--- config.mk ---
export PLATFORM = sky130hd
export DESIGN_NAME = vmct_cell
export DESIGN_NICKNAME = d
export VERILOG_FILES = /design/src/hw/rtl/vmct_pkg.sv /design/src/hw/rtl/vmct_cell.sv
export SDC_FILE = /design/constraint.sdc
export NUM_CORES = 1
export LEC_CHECK = 0
export BUFFER_PORTS_ARGS = -buffer_cell sky130_fd_sc_hd__buf_4
export CAP_MARGIN = 40
export CORE_MARGIN = 2
export CORE_UTILIZATION = 58
export DETAILED_ROUTE_END_ITERATION = 10
export PLACE_DENSITY = 0.93
export SKIP_LAST_GASP = 1
export SLEW_MARGIN = 25
export SYNTH_ARGS = -nofsm -noshare
export SYNTH_HDL_FRONTEND = slang
export SYNTH_SLANG_ARGS = --single-unit
--- constraint.sdc ---
create_clock -name clk -period 22.9 [get_ports clk]
set_clock_uncertainty 0.05 [all_clocks]
set_input_delay 2.29 -clock clk [delete_from_list [all_inputs] [get_ports clk]]
set_output_delay 2.29 -clock clk [all_outputs]
set_load 0.01 [all_outputs]
--- src/hw/rtl/vmct_pkg.sv ---
// Shared types, register indexes and constants of the video mode capability table.
// Used by vmct_cell, video_mode_capability_table_core and the bench; depends on nothing.
package vmct_pkg;

	localparam int DEPTH = 16;
	localparam int IDX_W = (DEPTH > 1) ? $clog2(DEPTH) : 1;
	localparam int CNT_W = $clog2(DEPTH + 1);

	localparam int DIM_W  = 11;
	localparam int IV_W   = 6;
	localparam int FT_W   = 20;
	localparam int MPI_W  = 9;
	localparam int DIST_W = 2 * DIM_W;
	localparam int PER_W  = 18;
	localparam int RECIP_W = 21;
	localparam int DPROD_W = FT_W + RECIP_W;
	localparam int REM_W  = 21;

	localparam logic [IV_W-1:0]    DISABLED_CODE = 6'd33;
	localparam logic [PER_W-1:0]   TICKS = 18'd3003;
	localparam logic [RECIP_W-1:0] RECIP = 21'd1430224;

	localparam logic [1:0] OP_ADD   = 2'd0;
	localparam logic [1:0] OP_QUERY = 2'd1;
	localparam logic [1:0] OP_NEG   = 2'd2;

	localparam logic [1:0] ST_OK      = 2'd0;
	localparam logic [1:0] ST_NOTFND  = 2'd1;
	localparam logic [1:0] ST_FULL    = 2'd2;
	localparam logic [1:0] ST_IGNORED = 2'd3;

	localparam int ADDR_W    = 5;
	localparam int REG_IDX_W = 3;
	localparam logic [REG_IDX_W-1:0] REG_DES_W = 3'd0;
	localparam logic [REG_IDX_W-1:0] REG_DES_H = 3'd1;
	localparam logic [REG_IDX_W-1:0] REG_MIN_W = 3'd2;
	localparam logic [REG_IDX_W-1:0] REG_MIN_H = 3'd3;
	localparam logic [REG_IDX_W-1:0] REG_MAX_W = 3'd4;
	localparam logic [REG_IDX_W-1:0] REG_MAX_H = 3'd5;
	localparam logic [REG_IDX_W-1:0] REG_FT    = 3'd6;

	localparam logic [DIM_W-1:0] RST_DES_W = 11'd176;
	localparam logic [DIM_W-1:0] RST_DES_H = 11'd144;
	localparam logic [DIM_W-1:0] RST_MIN_W = 11'd176;
	localparam logic [DIM_W-1:0] RST_MIN_H = 11'd144;
	localparam logic [DIM_W-1:0] RST_MAX_W = 11'd704;
	localparam logic [DIM_W-1:0] RST_MAX_H = 11'd576;
	localparam logic [FT_W-1:0]  RST_FT    = 20'd3003;

	typedef struct packed {
		logic [DIM_W-1:0] w;
		logic [DIM_W-1:0] h;
		logic [IV_W-1:0]  iv;
	} entry_t;

	typedef struct packed {
		logic [1:0]        op;
		logic [DIM_W-1:0]  w;
		logic [DIM_W-1:0]  h;
		logic              lim_ok;
		logic              found;
		logic [DIST_W-1:0] best_d;
		logic [DIM_W-1:0]  sel_w;
		logic [DIM_W-1:0]  sel_h;
		logic [IV_W-1:0]   sel_iv;
	} probe_t;

endpackage

--- src/hw/rtl/vmct_cell.sv ---
// One table cell: holds a single entry and updates the passing probe.
// Depends on vmct_pkg.
module vmct_cell (
	input  logic                       clk,
	input  logic                       arst_n,
	input  logic                       active,
	input  logic                       wr_en,
	input  vmct_pkg::entry_t           wr_entry,
	input  logic [vmct_pkg::DIM_W-1:0] desired_width,
	input  logic [vmct_pkg::DIM_W-1:0] desired_height,
	input  logic                       in_valid,
	input  vmct_pkg::probe_t           in_probe,
	output logic                       out_valid,
	output vmct_pkg::probe_t           out_probe
);

	vmct_pkg::entry_t                  ent_q;
	vmct_pkg::probe_t                  probe_q;
	logic                              valid_q;
	vmct_pkg::probe_t                  nxt;
	logic [vmct_pkg::DIM_W-1:0]        dw;
	logic [vmct_pkg::DIM_W-1:0]        dh;
	logic [vmct_pkg::DIST_W-1:0]       prod_d;

	always_comb begin
		dw = (ent_q.w > desired_width) ? ent_q.w - desired_width : desired_width - ent_q.w;
		dh = (ent_q.h > desired_height) ? ent_q.h - desired_height : desired_height - ent_q.h;
		prod_d = vmct_pkg::DIST_W'(dw) * vmct_pkg::DIST_W'(dh);
		nxt = in_probe;
		if (in_probe.op == vmct_pkg::OP_QUERY && active && in_probe.lim_ok &&
				!in_probe.found && ent_q.w == in_probe.w && ent_q.h == in_probe.h) begin
			nxt.found  = 1'b1;
			nxt.sel_iv = ent_q.iv;
		end
		if (in_probe.op == vmct_pkg::OP_NEG && active &&
				(!in_probe.found || prod_d < in_probe.best_d)) begin
			nxt.found  = 1'b1;
			nxt.best_d = prod_d;
			nxt.sel_w  = ent_q.w;
			nxt.sel_h  = ent_q.h;
			nxt.sel_iv = ent_q.iv;
		end
	end

	always_ff @(posedge clk) begin
		if (wr_en) begin
			ent_q <= wr_entry;
		end
		if (in_valid) begin
			probe_q <= nxt;
		end
	end

	always_ff @(posedge clk or negedge arst_n) begin
		if (!arst_n) begin
			valid_q <= 1'b0;
		end else begin
			valid_q <= in_valid;
		end
	end

	assign out_valid = valid_q;
	assign out_probe = probe_q;

endmodule

# After elaboration in Yosys (flattened, before gate mapping)
# Index checks and enable logic that the tools add are counted.
op_classes:
  add_sub_neg: 4
  n_mul: 1
  magnitude_cmp: 3
  n_eq_ne: 4
  n_mux: 4
  reduce_logical: 10
ops:
  columns: ["cell", "n"]
  rows:
  - ["50-bit 2-to-1 mux", 1]
  - ["11-bit subtractor", 4]
  - ["11-bit == test", 2]
  - ["11-bit > comparator", 2]
  - ["22-bit < comparator", 1]
  - ["11-bit by 11-bit multiplier with 22-bit output", 1]
  - ["11-bit 2-to-1 mux", 2]
  - ["1-bit logical AND", 7]
  - ["6-bit 2-to-1 mux", 1]
  - ["2-bit by 1-bit == test with 1-bit output (second input constant)", 1]
  - ["2-bit == test (second input constant)", 1]
  - ["2-bit OR reduction", 1]
  - ["1-bit zero test", 1]
  - ["1-bit logical OR", 1]
word_totals:
  ff_bits: 105
  in_bits: 131
  word_cells: 39

# Longest topological paths before layout
# Gate-level depths: netlist (run 1).
logic_depth:
  depth_word: 8
  ltp_mapped: 40

# Worst setup path before layout (run 1)
# Ideal clock, no wire load.
synth_timing:
  path_kind: "input to register"
  start: "in desired_height[2] (netlist bit)"
  end: "reg probe_q (netlist bit out_probe[43]), data pin"
  setup_ps: 260
  arrival_time_ps: 10214
  required_time_ps: 22590
  slack_ps: 12376
  path_stages: 34
  cell_sequence: "inv_1 -> ha_1 -> buf_4 -> o211ai_2 -> a21oi_2 -> o311ai_4 -> and2_1 -> buf_6 -> mux2i_2 -> xnor2_2 -> buf_4 -> nand2b_1 -> fa_1 -> inv_1 -> fa_1 -> fa_1 -> fa_1 -> inv_1 -> fa_1 -> inv_1 -> ha_1 -> a21o_1 -> a221oi_1 -> o221ai_1 -> a211oi_1 -> o21bai_1 -> xnor2_1 -> ha_1 -> nand3_1 -> nor4_1 -> o311ai_0 -> a31oi_1 -> clkbuf_1 -> mux2_2"
synth_rtl:
  columns: ["item", "line_no", "text"]
  rows:
  - ["start: declaration", "vmct_cell.sv:10", "input logic [vmct_pkg::DIM_W-1:0] desired_height,"]
  - ["end signal: assignment", "vmct_cell.sv:50", "probe_q <= nxt;"]
  - ["end: declaration", "vmct_cell.sv:18", "vmct_pkg::probe_t probe_q;"]

==> impl_metrics.env, run 1 <==
export IMPL_cp_data_arrival_time_ns=12.22
export IMPL_synthesis_nets=1397
export IMPL_fill_cells=1206
export IMPL_synth_seq_cells=105
export IMPL_synth_edff_count=104
export IMPL_via_count=8528
export IMPL_dieHeight_um=140
export IMPL_ys_top_cells_by_area="edfxtp_1 (29%), fa_1 (16%), ha_1 (14%)"
export IMPL_place_ws_ns=10.50
export IMPL_layout_nets=1589
export IMPL_hold_viol=0
export IMPL_antenna_found_initial=0
export IMPL_crit_cells=33
export IMPL_path_clk_slew_ns=0.08
export IMPL_dieArea_um2=19600
export IMPL_yosys_most_used_dff="edfxtp_1"
export IMPL_hold_class="reg2reg"
export IMPL_yosysTopAreaCell="edfxtp_1"
export IMPL_ff2ff_path_depth=31
export IMPL_multi_input_area_um2=6710
export IMPL_root_buffer="clkbuf_16"
export IMPL_postCtsResizedCells=0
export IMPL_ys_seq_area_share_pct=29.4
export IMPL_grt_pass1_vias=9037
export IMPL_r2r_start="ent_q[6]$_DFFE_PP_"
export IMPL_dp_hpwl_um=22200
export IMPL_wire_per_inst_um=18.8
export IMPL_ys_types=72
export IMPL_crit_buf_inv=6
export IMPL_cts_tree="built"
export IMPL_cts_sinks=105
export IMPL_seq_area_um2=3150
export IMPL_overflow=0
export IMPL_die_x_um=140
export IMPL_hold_buffers=0
export IMPL_remaining_drc_errors=0
export IMPL_cp_top_family="adder cells"
export IMPL_routed_wl_um=27900
export IMPL_io_buffers=207
export IMPL_grt_pass1_wl_um=43500
export IMPL_grt_start_max_net_pins=73
export IMPL_r2r_slack_ns=12.30
export IMPL_drt_iter0_markers=643
export IMPL_crit_type="in2reg"
export IMPL_critPathMaxStageDelay_ns=0.66
export IMPL_synth_area_um2=10700
export IMPL_first_pass_iters=5
export IMPL_cp_end_kind="flop"
export IMPL_post_cts_buffers=0
export IMPL_reg2reg_to="out_probe[3]$_DFFE_PP_"
export IMPL_fin_tns_setup_ns=0
export IMPL_cts_buffer_depth=2
export IMPL_setup_viol=0
export IMPL_fin_crit_ns=12.15
export IMPL_timing_fmax_mhz=82.3
export IMPL_synth_top_area_share_pct=29.2
export IMPL_crit_end="out_probe[3]$_DFFE_PP_"
export IMPL_setup_worst_path_start="desired_height[0]"
export IMPL_start_util_pct=59.4
export IMPL_gp_congestion=0.900
export IMPL_track_usage_pct=28.1
export IMPL_htreeDepth=3
export IMPL_rows=49
export IMPL_start_kind="primary input"
export IMPL_crit_required_ns=22.96
export IMPL_slew_headroom_pct=42.7
export IMPL_clock_latency_ns=0.36
export IMPL_io_pins=208
export IMPL_syn_avg_cell_area_um2=10.1
export IMPL_status="completed"
export IMPL_ant_nets=0
export IMPL_drive_above_1_share_pct=22.2
export IMPL_viasPerCell=5.74
export IMPL_worst_slew_pin_slew_ns=0.857
export IMPL_cap_violations=0
export IMPL_n_antenna_cell=0
export IMPL_postSynthCellCount=1059
export IMPL_rsz0062_at_grt="no"
export IMPL_yosysWarningCount=0
export IMPL_setup_ws_ns=10.75
export IMPL_cp_max_fo=67
export IMPL_fin_crit_sh_pct=53.1
export IMPL_cts_buffers=9
export IMPL_core_area_um2=18000
export IMPL_synthArstFlopShare_pct=0.952
export IMPL_slew_violations=0
export IMPL_cpMaxStageDelayCell="xor2_1"
export IMPL_area_growth_syn_to_layout_pct=19.3
==> per-layer routing <==
metal  vias up  GRT usage [%]  routed length (um)  share of wire, %
li1       3938              -                   -                 -
met1      4080           33.0               10500                38
met2       441           49.7               14100                51
met3        69           6.40                2360               8.5
met4         0           11.3                 955               3.4
met5         -              0                   0                 0
==> synth_stat cells (5+ instances only) <==
master,instances
a211oi_1,6
a21o_1,22
a21oi_1,44
a31oi_1,6
and2_1,5
and3_1,5
buf_2,15
buf_4,8
clkbuf_1,13
edfxtp_1,104
fa_1,84
ha_1,123
inv_1,175
mux2_1,11
mux2_2,19
mux2i_1,8
nand2_1,57
nand2b_1,38
nand3_1,8
nand4_1,10
nor2_1,81
nor2b_1,7
nor3_1,6
nor4_1,6
o21a_1,6
o21ai_0,44
o21ai_1,11
o21bai_1,5
or2_1,12
xnor2_1,20
xor2_1,36
==> cells by family after synthesis <==
family | synth area share [%]
xor+xnor | 5.19
simple gates | 11.3
mux | 4.30
fa+ha+maj | 30.1
flops | 29.4
buf+inv | 8.07
compound gates | 11.6
==> how the worst min path moves through the flow <==
stage | slack, ns | from | cells after the start | to
floorplan | 0.46 | ent_q[0]$_DFFE_PP_ | 1 | out_probe[0]$_DFFE_PP_
global placement | 0.46 | ent_q[2]$_DFFE_PP_ | 1 | out_probe[2]$_DFFE_PP_
detailed placement | 0.47 | ent_q[1]$_DFFE_PP_ | 1 | out_probe[1]$_DFFE_PP_
CTS | 0.49 | ent_q[5]$_DFFE_PP_ | 1 | out_probe[5]$_DFFE_PP_
global route | 0.50 | ent_q[5]$_DFFE_PP_ | 1 | out_probe[5]$_DFFE_PP_
finish | 0.49 | ent_q[5]$_DFFE_PP_ | 1 | out_probe[5]$_DFFE_PP_
==> layout by cell type, fill, tap and decap left out, types with 4 or more instances in the layout <==
cell         n
ha_1       123
mux2i_1      8
o21ai_1     11
nor2b_1      7
o21ai_0     44
nor2_1      81
or2_1       12
nor3_1       6
nand3_1      8
buf_4      214
mux2_2      19
a21oi_1     44
a211oi_1     6
xnor2_1     20
a31oi_1      5
edfxtp_1   104
nor4_1       6
o21bai_1     5
o211ai_1     4
o21a_1       6
nand4_1     10
nand2_1     57
inv_1      175
and2_1       5
mux2_1      11
clkbuf_16    9
a21o_1      22
fa_1        84
nand2b_1    38
and3_1       5
xor2_1      36
xnor2_2      4
==> through the flow <==
stage	hold slack, ns	util (%)	instances	instance area (um^2)
6_report	0.494	70.8	1485	12800
5_1_grt	0.503	70.8	1485	12800
4_1_cts	0.494	70.6	1482	12700
3_5_place_dp	0.469	68.9	1466	12400
3_3_place_gp	0.462	68.6	1460	12400
2_1_floorplan	0.458	-	1059	10700
==> flip-flops by register name, indices dropped and copies added, names as in the netlist <==
name       flops
out_probe     76
ent_q         28
out_valid      1
==> cell type report <==
class                   count  share of cell area, %
clock inverters             7                  0.637
clock buffers               9                   1.76
well taps                 229                   2.24
repair buffers            219                   13.0
multi-input cells         741                   52.6
flip-flops and latches    105                   24.7
inverters                 175                   5.15
Power of run 1 is left out: the tool's default activity adds up to more than one toggle a clock period on the data nets, which glitch-free logic cannot reach.
==> inputs of run 2 (changes only) <==
Settings changed: CORE_UTILIZATION 58 to 52, PLACE_DENSITY 0.93 to 0.89.
Clock period 22.9 ns to 11 ns, I/O delays scaled along.
==> impl_metrics.env, run 2 (synthesized netlist as in run 1, its figures left out) <==
export IMPL_status="completed"
export IMPL_drt_iter0_markers=382
export IMPL_largest_reg_flops=76
export IMPL_wire_per_inst_um=17.1
export IMPL_dieHeight_um=147
export IMPL_antenna_found_initial=0
export IMPL_layout_common_cells="buf_4 (221), inv_1 (175), ha_1 (123), edfxtp_1 (104), fa_1 (84)"
export IMPL_postCtsResizedCells=0
export IMPL_cts_tree="built"
export IMPL_start_kind="primary input"
export IMPL_core_area_um2=20200
export IMPL_grt_pass1_vias=8772
export IMPL_route_met2_wl_um=12800
export IMPL_grt_pass1_wl_um=42400
export IMPL_rows=52
export IMPL_n_antenna_cell=0
export IMPL_root_buffer="clkbuf_16"
export IMPL_remaining_drc_errors=0
export IMPL_fill_cells=1552
export IMPL_viasPerCell=5.45
export IMPL_ant_nets=0
export IMPL_multi_input_area_um2=6700
export IMPL_seq_area_um2=3150
export IMPL_via_count=8349
export IMPL_cpMaxStageDelayCell="o211ai_1"
export IMPL_cts_buffers=9
export IMPL_cp_max_fo=19
export IMPL_cap_violations=0
export IMPL_layout_nets=1596
export IMPL_routed_wl_um=26200
export IMPL_slew_headroom_pct=44.7
export IMPL_top_layer_used="met4"
export IMPL_hold_class="in2async"
export IMPL_gp_congestion=0.936
export IMPL_io_pins=208
export IMPL_r2r_slack_ns=0.94
export IMPL_slew_violations=0
export IMPL_dieArea_um2=21700
export IMPL_layout_commonest_cell="buf_4"
export IMPL_overflow=0
export IMPL_cp_end_kind="flop"
export IMPL_drive_above_1_share_pct=22.6
export IMPL_fin_tns_setup_ns=0
export IMPL_worst_slew_pin_slew_ns=0.826
export IMPL_post_cts_buffers=0
export IMPL_track_usage_pct=24.4
export IMPL_cp_data_arrival_time_ns=10.49
export IMPL_first_pass_iters=5
export IMPL_fin_crit_sh_pct=94.8
export IMPL_stdcell_count=1533
export IMPL_start_util_pct=52.9
export IMPL_grt_start_max_net_pins=53
export IMPL_dp_cells=1516
export IMPL_place_ws_ns=0.403
export IMPL_path_clk_slew_ns=0.08
export IMPL_hold_buffers=0
export IMPL_crit_required_ns=11.06
export IMPL_critPathMaxStageDelay_ns=0.70
export IMPL_hold_viol=0
export IMPL_setup_ws_ns=0.574
export IMPL_fin_crit_ns=10.43
export IMPL_htreeDepth=3
export IMPL_wl_met1_um=10600
export IMPL_area_growth_syn_to_layout_pct=20.3
export IMPL_crit_top_cell="fa_1"
export IMPL_die_x_um=147
export IMPL_rsz0062_at_grt="no"
export IMPL_crit_type="in2reg"
export IMPL_io_buffers=207
export IMPL_dp_hpwl_um=21600
export IMPL_timing_fmax_mhz=95.9
export IMPL_cts_sinks=105
export IMPL_setup_viol=0
export IMPL_route_met3_wl_um=1970
export IMPL_cts_buffer_depth=2
export IMPL_clock_latency_ns=0.37
-- run 2: layout make-up --
class | count | area share [%]
clock buffer | 9 | 1.75
clock inverter | 7 | 0.593
inverter | 175 | 5.10
multi-input combinational | 741 | 52.1
sequential | 105 | 24.5
tap | 270 | 2.62
timing repair buffer | 226 | 13.4
-- run 2: routing by layer --
metal / vias up / global-route usage (%)
met4: 0 / 9.13
met1: 3985 / 30.6
met2: 349 / 41.5
li1: 3951 / -
met3: 64 / 5.59
met5: - / 0
-- run 2: worst max-delay path: cells and delay by family --
family / cells / cell delay, ns
adder cells (fa/ha/maj): 8 / 3.95
AO/OA/AOI/OAI: 8 / 2.29
AND/OR/NAND/NOR: 8 / 2.08
buffers and inverters: 5 / 0.51
multiplexers: 1 / 0.38
XOR/XNOR: 1 / 0.16
-- run 2: through the flow --
stage	hold WS [ns]	util (%)	instance area [um^2]
2_1_floorplan	0.458	-	10700
3_3_place_gp	0.459	61.9	12500
3_5_place_dp	0.467	62.1	12600
4_1_cts	0.435	63.6	12900
5_1_grt	0.434	63.6	12900
6_report	0.440	63.6	12900
-- run 2: worst paths after layout --
path	from	endpoint	cells after the start
min	arst_n	out_valid$_DFF_PN0_	1
max reg2reg	ent_q[6]$_DFFE_PP_	out_probe[40]$_DFFE_PP_	29
min reg2reg	ent_q[0]$_DFFE_PP_	out_probe[0]$_DFFE_PP_	1
max in group asynchronous	arst_n	out_valid$_DFF_PN0_	1
min in group clk	ent_q[0]$_DFFE_PP_	out_probe[0]$_DFFE_PP_	1
max	desired_height[0]	out_probe[40]$_DFFE_PP_	31
Power of run 2 is left out for the same reason.
